===== config.mk =====
export PLATFORM = sky130hd
export DESIGN_NAME = peripheral_interface_adapter
export DESIGN_NICKNAME = d
export VERILOG_FILES = /design/src/pia_pkg.sv /design/src/peripheral_interface_adapter.sv
export SDC_FILE = /design/constraint.sdc
export NUM_CORES = 1
export LEC_CHECK = 0
export BUFFER_PORTS_ARGS = -buffer_cell sky130_fd_sc_hd__buf_4
export CORE_MARGIN = 10
export CORE_UTILIZATION = 46
export DETAILED_ROUTE_END_ITERATION = 8
export HOLD_SLACK_MARGIN = 0.12
export PLACE_DENSITY = 0.64
export SLEW_MARGIN = 20
export SYNTH_ARGS = -nofsm -noshare
export SYNTH_HDL_FRONTEND = slang
export SYNTH_SLANG_ARGS = --single-unit

===== constraint.sdc =====
create_clock -name clk -period 2.2 [get_ports clk]
set_clock_uncertainty 0.15 [all_clocks]
set_input_delay 0.33 -clock clk [delete_from_list [all_inputs] [get_ports clk]]
set_output_delay 0.33 -clock clk [all_outputs]
set_load 0.005 [all_outputs]

===== src/pia_pkg.sv =====
// Shared codes and helpers for the peripheral interface adapter.
package pia_pkg;

  // Item operation codes
  localparam logic [2:0] OP_READ    = 3'd0;
  localparam logic [2:0] OP_WRITE   = 3'd1;
  localparam logic [2:0] OP_SET_CA1 = 3'd2;
  localparam logic [2:0] OP_SET_CA2 = 3'd3;
  localparam logic [2:0] OP_SET_CB1 = 3'd4;
  localparam logic [2:0] OP_SET_CB2 = 3'd5;

  // Register select codes
  localparam logic [1:0] RS_DATA_A = 2'd0;
  localparam logic [1:0] RS_CTRL_A = 2'd1;
  localparam logic [1:0] RS_DATA_B = 2'd2;
  localparam logic [1:0] RS_CTRL_B = 2'd3;

  // Control register bit positions
  localparam int CR_IRQ1   = 7;
  localparam int CR_IRQ2   = 6;
  localparam int CR_C2OUT  = 5;
  localparam int CR_C2B4   = 4;
  localparam int CR_C2B3   = 3;
  localparam int CR_DATA   = 2;
  localparam int CR_C1RISE = 1;
  localparam int CR_C1EN   = 0;

  // Writable control bits (flags are read only)
  localparam logic [7:0] CR_WR_MASK = 8'h3F;

  // Transition on a line in the selected direction
  function automatic logic active_edge(input logic old_lvl, input logic new_lvl,
                                       input logic rising);
    active_edge = rising ? (!old_lvl && new_lvl) : (old_lvl && !new_lvl);
  endfunction

  // C2 output, handshake mode
  function automatic logic is_handshake(input logic [7:0] cr);
    is_handshake = cr[CR_C2OUT] && !cr[CR_C2B4] && !cr[CR_C2B3];
  endfunction

  // C2 output, handshake or pulse mode
  function automatic logic is_strobe(input logic [7:0] cr);
    is_strobe = cr[CR_C2OUT] && !cr[CR_C2B4];
  endfunction

  // C2 output, direct mode
  function automatic logic is_direct(input logic [7:0] cr);
    is_direct = cr[CR_C2OUT] && cr[CR_C2B4];
  endfunction

endpackage


===== src/peripheral_interface_adapter.sv =====
// Top level: two-port parallel interface adapter with registered result.
//
//  channel | ports                                         | handshake
//  --------+-----------------------------------------------+---------------------
//  input   | in_op, in_reg_select, in_write_data,          | in_valid / in_ready
//          | in_line_level, in_port_a_pins, in_port_b_pins |
//  result  | out_read_data, out_port_a_out, out_port_b_out,| out_valid / out_ready
//          | out_ca2_level, out_cb2_level, out_irq_a/b     |
//
// One item per cycle while out_ready is high: the register state and the
// output register both load at the edge that accepts the item.
// The output register frees itself in the cycle it is taken, so in_ready
// stays high while out_ready is high; it drops only while a result waits.
// Synchronous active-low reset clears the state registers and the valid flag to zero; the result payload is not reset.
module peripheral_interface_adapter (
  input  logic       clk,
  input  logic       rst_n,
  input  logic       in_valid,
  output logic       in_ready,
  input  logic [2:0] in_op,
  input  logic [1:0] in_reg_select,
  input  logic [7:0] in_write_data,
  input  logic       in_line_level,
  input  logic [7:0] in_port_a_pins,
  input  logic [7:0] in_port_b_pins,
  output logic       out_valid,
  input  logic       out_ready,
  output logic [7:0] out_read_data,
  output logic [7:0] out_port_a_out,
  output logic [7:0] out_port_b_out,
  output logic       out_ca2_level,
  output logic       out_cb2_level,
  output logic       out_irq_a,
  output logic       out_irq_b
);

  // Adapter state
  logic [7:0] ctrl_a_r, ctrl_a_nxt;
  logic [7:0] ctrl_b_r, ctrl_b_nxt;
  logic [7:0] dir_a_r, dir_a_nxt;
  logic [7:0] dir_b_r, dir_b_nxt;
  logic [7:0] out_a_r, out_a_nxt;
  logic [7:0] out_b_r, out_b_nxt;
  logic       ca1_r, ca1_nxt;
  logic       ca2_r, ca2_nxt;
  logic       cb1_r, cb1_nxt;
  logic       cb2_r, cb2_nxt;
  logic [7:0] rd_nxt;

  // Result register
  logic       out_valid_r;
  logic [7:0] rd_r;
  logic [7:0] pa_out_r;
  logic [7:0] pb_out_r;
  logic       ca2_lvl_r;
  logic       cb2_lvl_r;
  logic       irq_a_r;
  logic       irq_b_r;

  logic accept;

  assign in_ready = !out_valid_r || out_ready;
  assign accept   = in_valid && in_ready;

  // Next state and read data for one item
  always_comb begin
    ctrl_a_nxt = ctrl_a_r;
    ctrl_b_nxt = ctrl_b_r;
    dir_a_nxt  = dir_a_r;
    dir_b_nxt  = dir_b_r;
    out_a_nxt  = out_a_r;
    out_b_nxt  = out_b_r;
    ca1_nxt    = ca1_r;
    ca2_nxt    = ca2_r;
    cb1_nxt    = cb1_r;
    cb2_nxt    = cb2_r;
    rd_nxt     = 8'h00;

    case (in_op)
      pia_pkg::OP_READ: begin
        unique case (in_reg_select)
          pia_pkg::RS_DATA_A: begin
            if (ctrl_a_r[pia_pkg::CR_DATA]) begin
              // data read strobes CA2 and clears both flags
              if (pia_pkg::is_strobe(ctrl_a_r)) ca2_nxt = ctrl_a_r[pia_pkg::CR_C2B3];
              ctrl_a_nxt[pia_pkg::CR_IRQ1] = 1'b0;
              ctrl_a_nxt[pia_pkg::CR_IRQ2] = 1'b0;
              rd_nxt = (out_a_r & dir_a_r) | (in_port_a_pins & ~dir_a_r);
            end else begin
              rd_nxt = dir_a_r;
            end
          end
          pia_pkg::RS_CTRL_A: rd_nxt = ctrl_a_r;
          pia_pkg::RS_DATA_B: begin
            if (ctrl_b_r[pia_pkg::CR_DATA]) begin
              ctrl_b_nxt[pia_pkg::CR_IRQ1] = 1'b0;
              ctrl_b_nxt[pia_pkg::CR_IRQ2] = 1'b0;
              rd_nxt = (out_b_r & dir_b_r) | (in_port_b_pins & ~dir_b_r);
            end else begin
              rd_nxt = dir_b_r;
            end
          end
          default: rd_nxt = ctrl_b_r;
        endcase
      end
      pia_pkg::OP_WRITE: begin
        unique case (in_reg_select)
          pia_pkg::RS_DATA_A: begin
            if (ctrl_a_r[pia_pkg::CR_DATA]) out_a_nxt = in_write_data;
            else dir_a_nxt = in_write_data;
          end
          pia_pkg::RS_CTRL_A: begin
            ctrl_a_nxt = (ctrl_a_r & ~pia_pkg::CR_WR_MASK) |
                         (in_write_data & pia_pkg::CR_WR_MASK);
            if (pia_pkg::is_direct(ctrl_a_nxt)) ca2_nxt = ctrl_a_nxt[pia_pkg::CR_C2B3];
          end
          pia_pkg::RS_DATA_B: begin
            if (ctrl_b_r[pia_pkg::CR_DATA]) begin
              // data write strobes CB2
              if (pia_pkg::is_strobe(ctrl_b_r)) cb2_nxt = ctrl_b_r[pia_pkg::CR_C2B3];
              out_b_nxt = in_write_data;
            end else begin
              dir_b_nxt = in_write_data;
            end
          end
          default: begin
            ctrl_b_nxt = (ctrl_b_r & ~pia_pkg::CR_WR_MASK) |
                         (in_write_data & pia_pkg::CR_WR_MASK);
            if (pia_pkg::is_direct(ctrl_b_nxt)) cb2_nxt = ctrl_b_nxt[pia_pkg::CR_C2B3];
          end
        endcase
      end
      pia_pkg::OP_SET_CA1: begin
        if (pia_pkg::active_edge(ca1_r, in_line_level, ctrl_a_r[pia_pkg::CR_C1RISE])) begin
          if (ctrl_a_r[pia_pkg::CR_C1EN]) ctrl_a_nxt[pia_pkg::CR_IRQ1] = 1'b1;
          if (pia_pkg::is_handshake(ctrl_a_r)) ca2_nxt = 1'b1;
        end
        ca1_nxt = in_line_level;
      end
      pia_pkg::OP_SET_CA2: begin
        // ignored while CA2 is driven by the adapter
        if (!ctrl_a_r[pia_pkg::CR_C2OUT]) begin
          if (pia_pkg::active_edge(ca2_r, in_line_level, ctrl_a_r[pia_pkg::CR_C2B4]) &&
              ctrl_a_r[pia_pkg::CR_C2B3])
            ctrl_a_nxt[pia_pkg::CR_IRQ2] = 1'b1;
          ca2_nxt = in_line_level;
        end
      end
      pia_pkg::OP_SET_CB1: begin
        if (pia_pkg::active_edge(cb1_r, in_line_level, ctrl_b_r[pia_pkg::CR_C1RISE])) begin
          if (ctrl_b_r[pia_pkg::CR_C1EN]) ctrl_b_nxt[pia_pkg::CR_IRQ1] = 1'b1;
          if (pia_pkg::is_handshake(ctrl_b_r)) cb2_nxt = 1'b1;
        end
        cb1_nxt = in_line_level;
      end
      pia_pkg::OP_SET_CB2: begin
        if (!ctrl_b_r[pia_pkg::CR_C2OUT]) begin
          if (pia_pkg::active_edge(cb2_r, in_line_level, ctrl_b_r[pia_pkg::CR_C2B4]) &&
              ctrl_b_r[pia_pkg::CR_C2B3])
            ctrl_b_nxt[pia_pkg::CR_IRQ2] = 1'b1;
          cb2_nxt = in_line_level;
        end
      end
      default: ;
    endcase
  end

  // State update on accept
  always_ff @(posedge clk) begin
    if (!rst_n) begin
      ctrl_a_r <= 8'h00;
      ctrl_b_r <= 8'h00;
      dir_a_r  <= 8'h00;
      dir_b_r  <= 8'h00;
      out_a_r  <= 8'h00;
      out_b_r  <= 8'h00;
      ca1_r    <= 1'b0;
      ca2_r    <= 1'b0;
      cb1_r    <= 1'b0;
      cb2_r    <= 1'b0;
    end else if (accept) begin
      ctrl_a_r <= ctrl_a_nxt;
      ctrl_b_r <= ctrl_b_nxt;
      dir_a_r  <= dir_a_nxt;
      dir_b_r  <= dir_b_nxt;
      out_a_r  <= out_a_nxt;
      out_b_r  <= out_b_nxt;
      ca1_r    <= ca1_nxt;
      ca2_r    <= ca2_nxt;
      cb1_r    <= cb1_nxt;
      cb2_r    <= cb2_nxt;
    end
  end

  // Result valid flag
  always_ff @(posedge clk) begin
    if (!rst_n) begin
      out_valid_r <= 1'b0;
    end else if (in_ready) begin
      out_valid_r <= in_valid;
    end
  end

  // Result payload, loaded with the item
  always_ff @(posedge clk) begin
    if (accept) begin
      rd_r      <= rd_nxt;
      pa_out_r  <= out_a_nxt & dir_a_nxt;
      pb_out_r  <= out_b_nxt & dir_b_nxt;
      ca2_lvl_r <= ca2_nxt;
      cb2_lvl_r <= cb2_nxt;
      irq_a_r   <= ctrl_a_nxt[pia_pkg::CR_IRQ1] | ctrl_a_nxt[pia_pkg::CR_IRQ2];
      irq_b_r   <= ctrl_b_nxt[pia_pkg::CR_IRQ1] | ctrl_b_nxt[pia_pkg::CR_IRQ2];
    end
  end

  assign out_valid      = out_valid_r;
  assign out_read_data  = rd_r;
  assign out_port_a_out = pa_out_r;
  assign out_port_b_out = pb_out_r;
  assign out_ca2_level  = ca2_lvl_r;
  assign out_cb2_level  = cb2_lvl_r;
  assign out_irq_a      = irq_a_r;
  assign out_irq_b      = irq_b_r;

endmodule

After elaboration in Yosys (flattened, before gate mapping)
Index checks and enable logic that the tools add are counted.

storage, ports and cells
  output and inout port bits = 30
  bits in read-only memories = 0
  register bits after elaboration = 81
  word-level logic and storage cells = 132
  memory bits (writable) = 0
  input bits = 34
  bits in latches = 0
  memories kept = 0

cells by class
  add/sub/neg operators = 0
  equality and inequality tests = 7
  divide/modulo/power cells = 0
  shift operators = 0
  bitwise gates (word level) = 15
  order comparisons = 0
  reduce and logical (&&, ||, !) cells = 36
  multiplexer cells = 54
  multiply operators = 0

operators by type and width
  cell                                                  number
  2-to-1 mux 8 bit                                      16
  bitwise AND 8 bit                                     6
  2-to-1 mux 1 bit                                      26
  one-hot mux 8 bit (3 select lines)                    1
  logical AND 1 bit                                     17
  NOT 8 bit                                             2
  bitwise OR 8 x 6 -> 8 bit                             2
  bitwise OR 8 bit                                      2
  one-hot mux 1 bit (3 select lines)                    5
  logical NOT 1 bit                                     10
  2-to-1 mux 2 bit                                      4
  equality test 3 x 2 -> 1 bit (second input constant)  2
  equality test 3 bit (second input constant)           2
  AND reduction 3 bit                                   2
  one-hot mux 1 bit (4 select lines)                    1
  AND reduction 2 bit                                   2
  equality test 3 x 1 -> 1 bit (second input constant)  1
  logical NOT 3 bit                                     1
  OR reduction 3 bit                                    1
  equality test 2 x 1 -> 1 bit (second input constant)  1
  equality test 2 bit (second input constant)           1
  logical NOT 2 bit                                     1
  bitwise OR 1 bit                                      2
  one-hot mux 1 bit (2 select lines)                    1
  other kinds (3)                                       3

Longest topological paths before layout
  depth after elaboration = 8
  mapped depth = 7
  gate-level depth less buffers = 5

Worst setup path after synthesis
No wires, ideal clock.

  path type = input -> register
  start point = in in_reg_select[0]
  end point = reg pa_out_r[7], in the netlist out_port_a_out[7] (data pin)
  stages on the path = 5
  buffers on the path = 1
  required time = 1.793 ns
  arrival = 1.419 ns
  library setup time = 0.257 ns
  setup slack = 0.374 ns
  cells stage by stage = clkbuf_2 nor2_1 nand2_2 a22o_1 a32o_1

on the way
  cells in the longest elaborated chain, start to end = 4
  elaborated cells between the ends (all ways) = 6
  classes of those cells = mux (4); bitwise (1); reduce/logical (1)

ends and longest elaborated chain
  what                   RTL line                             source
  from (decl)            peripheral_interface_adapter.sv:21   input logic [1:0] in_reg_select,
  logical NOT 2 bit (*)  peripheral_interface_adapter.sv:107  unique case (in_reg_select)
  2-to-1 mux 8 bit       peripheral_interface_adapter.sv:107
  2-to-1 mux 8 bit       peripheral_interface_adapter.sv:79   case (in_op)
  bitwise AND 8 bit (*)  peripheral_interface_adapter.sv:208  pa_out_r <= out_a_nxt & dir_a_nxt;
  to (signal assigned)   peripheral_interface_adapter.sv:208
  to (decl)              peripheral_interface_adapter.sv:53   logic [7:0] pa_out_r;

Mark *: on every way between the ends. The rest lies on a longest branch, timed or not.
A chain may end at the register's enable or synchronous reset.

Worst setup path in the final report
  start point = reg ctrl_b_r[2]
  end point = reg rd_r[2], in the netlist out_read_data[2] (data pin)

on the way
  cells in the longest elaborated chain, start to end = 2

ends and longest elaborated chain
  what                                    RTL line                             source
  from (decl)                             peripheral_interface_adapter.sv:39   logic [7:0] ctrl_b_r, ctrl_b_nxt;
  from (signal assigned)                  peripheral_interface_adapter.sv:183  ctrl_b_r <= ctrl_b_nxt;
  2-to-1 mux 8 bit                        peripheral_interface_adapter.sv:95   if (ctrl_b_r[pia_pkg::CR_DATA]) begin
  one-hot mux 8 bit (3 select lines) (*)  peripheral_interface_adapter.sv:81   unique case (in_reg_select)
  to (signal assigned)                    peripheral_interface_adapter.sv:207  rd_r <= rd_nxt;
  to (decl)                               peripheral_interface_adapter.sv:52   logic [7:0] rd_r;

Marks and branches as above.

==> reports/metrics.csv <==
stage;metric;value;unit
critical_path;crit_path_end;out_read_data[2]$_SDFFCE_PN0P_;
hold_path;hold_class;input port to flip-flop;
power;p_per_area;625;mW/mm²
floorplanning;start_util;47.4;%
floorplanning;core_area;0.00876;mm²
yosys;syn_avg_cell_area;9.64;µm²
place;post-place-ws;35.4;ps
global_route;grt_pass1_vias;3503;
cells_and_area;regArea;0.00190;mm²
drt;wire_per_inst;19.5;µm
timing;tns;0;ps
cells_and_area;synthToLayoutAreaGrowth;19.8;%
yosys;ys_seq_area_share;45.8;%
critical_path;reg2reg_from;ctrl_b_r[2]$_SDFFE_PN0P_;
critical_path;critical_path_arrival;1970;ps
floorplanning;fp.dieW;115;µm
timing;slew_headroom;70.9;%
flow_run;maxCapViolations;0;
yosys;synth_edf_count;28;
floorplanning;rows;34;
drt;detail-route-antenna-nets;0;
clock_network;postCtsHoldBufs;2;
timing;rsz0062_at_grt;false;
drt;dr.pass1.iters;5;
cells_and_area;final_layout_size_suffix_gt1_share;22.5;%
yosys;yosys_register_bits;81;
clock_network;clk-insertion-delay-late;360;ps
global_route;antenna_found_initial;0;
global_route;gr-usage-all-layers;18.0;%
yosys;ys_warn_count;0;
power;p_leak;2.18;nW
floorplanning;die-area;0.0132;mm²
floorplanning;die_h;115;µm
yosys;synthTopCellsByCount;dfxtp_1 (53), nor2_1 (53), mux2i_1 (47);
critical_path;path_class;flip-flop to flip-flop;
timing;max_clock_freq;506;MHz
timing;finalWorstSetupSlack;223;ps
global_route;grt_pass1_wl;18900;µm
timing;hold_viol;0;
yosys;yosys.area.top_type_share;25.5;%
power;ir_drop;341;µV
timing;finalMaxSlewViolations;0;
clock_network;postCtsSetupRepairBufs;0;
drt;drtIter0Drc;328;
timing;finalSetupViolations;0;
drt;avgViaCountPerCell;5.92;
critical_path;crit_fanout;18;
critical_path;crit_path_start_kind;flip-flop;
clock_network;clk_pin_slew_worst_paths;80;ps
clock_network;cts_inserted_buffers;9;
place;place_hpwl;8510;µm
critical_path;critPathRequiredTime;2200;ps
cells_and_area;antenna_cells;0;
global_route;grt_max_degree;27;
critical_path;startpoint;ctrl_b_r[2]$_SDFFE_PN0P_;
clock_network;cts_max_level;3;
place;gp_congestion;0.946;
place;numPortBuffers;63;
cells_and_area;fin_nets;526;
cells_and_area;post-route-util;56.8;%
critical_path;reg2reg_depth;5;
clock_network;cts_root_buf;clkbuf_8;
yosys;yosysTopAreaCell;dfxtp_1;
cells_and_area;fillers;803;
cells_and_area;multi_input_area;0.00202;mm²
outcome;run_status;finished, final reports clean;
yosys;synth_area;0.00416;mm²
clock_network;cts_tree;done;
drt;wirelength;11800;µm
timing;tightest_slew;436;ps
global_route;grt-ovfl-total;0;
yosys;synth_ff_type;dfxtp_1;
yosys;async_flop_share;0;%
yosys;syn_inst;431;
clock_network;clock-sinks;81;
yosys;synth_area_leaders;dfxtp_1 (26%), edfxtp_1 (20%), mux2i_1 (11%), nor2_1 (4.8%), a21oi_1 (4.2%);
yosys;syn-num-nets;465;
critical_path;r2r_end;out_read_data[2]$_SDFFCE_PN0P_;
drt;drc_errors;0;
critical_path;endpoint_kind;flip-flop;
floorplanning;pin_count;64;
drt;dr_total_vias;3581;
timing;period_minus_slack;1980;ps
clock_network;cts_buffer_depth;2;
clock_network;cts-resized-gates;0;
critical_path;rrSetupSlack;220;ps
timing;timing.hold.ws;154;ps
yosys;synth_cell_type_count;54;
timing;finalCritPeriodShare;89.9;%
-- placed cells by master (no fill, tap or decap), types with 14 or more instances in the layout --
cell type,netlist,routed
buf_4,3,79
dfxtp_1,53,53
nor2_1,53,52
mux2i_1,47,47
a21oi_1,35,35
edfxtp_1,28,28
inv_1,25,25
o21ai_0,24,24
nand2_1,14,14
-- flip-flops by register name, indices dropped and copies added (netlist names), 8 cells and up --
register,cells
out_a_r,8
dir_a_r,8
dir_b_r,8
out_port_a_out,8
out_b_r,8
ctrl_a_r,8
out_port_b_out,8
out_read_data,8
ctrl_b_r,8
-- cell families (layout without fill, tap and decap cells) --
family	Yosys count	count (layout)	share of synthesized area [%]
and+or+nand+nor	123	123	16.7
AOI/OAI and AO/OA	122	122	20.1
DFF	81	81	45.8
buffers and inverters	57	123	5.84
muxes	48	48	11.6
-- per-layer routing --
layer,part of all wire (%),global-route usage [%],up-vias
met4,1.5,6.27,0
met5,0,0,-
met1,45,24.4,1720
met3,8.0,4.38,20
met2,45,27.3,127
li1,-,-,1714
-- worst max-delay path, cell delays in order (launching register included) --
cell	delay [ps]
dfxtp_1	440
buf_4	270
a21oi_1	90
a311oi_1	360
a21oi_1	110
a221oi_1	340
-- per-stage QoR --
| step | std cells | area (µm²) | power (mW) |
|---|---|---|---|
| 5_1_grt | 605 | 4980 | 3.22 |
| 3_5_place_dp | 587 | 4750 | 1.96 |
| 2_1_floorplan | 431 | 4160 | 1.80 |
| 4_1_cts | 605 | 4980 | 3.13 |
| 6_report | 605 | 4980 | 3.11 |
| 3_3_place_gp | 587 | 4750 | 1.95 |
-- power breakdown --
group,internal [mW],switching [mW]
registers,1.59,0.0234
clock network,0.638,0.547
logic,0.134,0.180
-- how the worst min path moves through the flow --
stage                            startpoint                      end  slack [ps]  cells after the start
floorplan           out_a_r[0]$_SDFFE_PN0P_  out_a_r[0]$_SDFFE_PN0P_         310                      2
global placement    out_a_r[1]$_SDFFE_PN0P_  out_a_r[1]$_SDFFE_PN0P_         330                      2
detailed placement  out_a_r[0]$_SDFFE_PN0P_  out_a_r[0]$_SDFFE_PN0P_         340                      2
CTS                        in_write_data[7]  out_b_r[7]$_SDFFE_PN0P_         150                      3
global route                  in_line_level       ca1_r$_SDFFE_PN0P_         170                      3
finish                     in_write_data[7]  out_b_r[7]$_SDFFE_PN0P_         150                      3
-- layout make-up --
type	instances	share of cell area, %
inverters	26	1.96
clock buffers	11	2.64
repair buffers	81	12.3
well taps	108	2.71
flip-flops and latches	81	38.2
multi-input cells	293	40.5
clock inverters	5	1.61
Power figures use the tool's default switching activity.
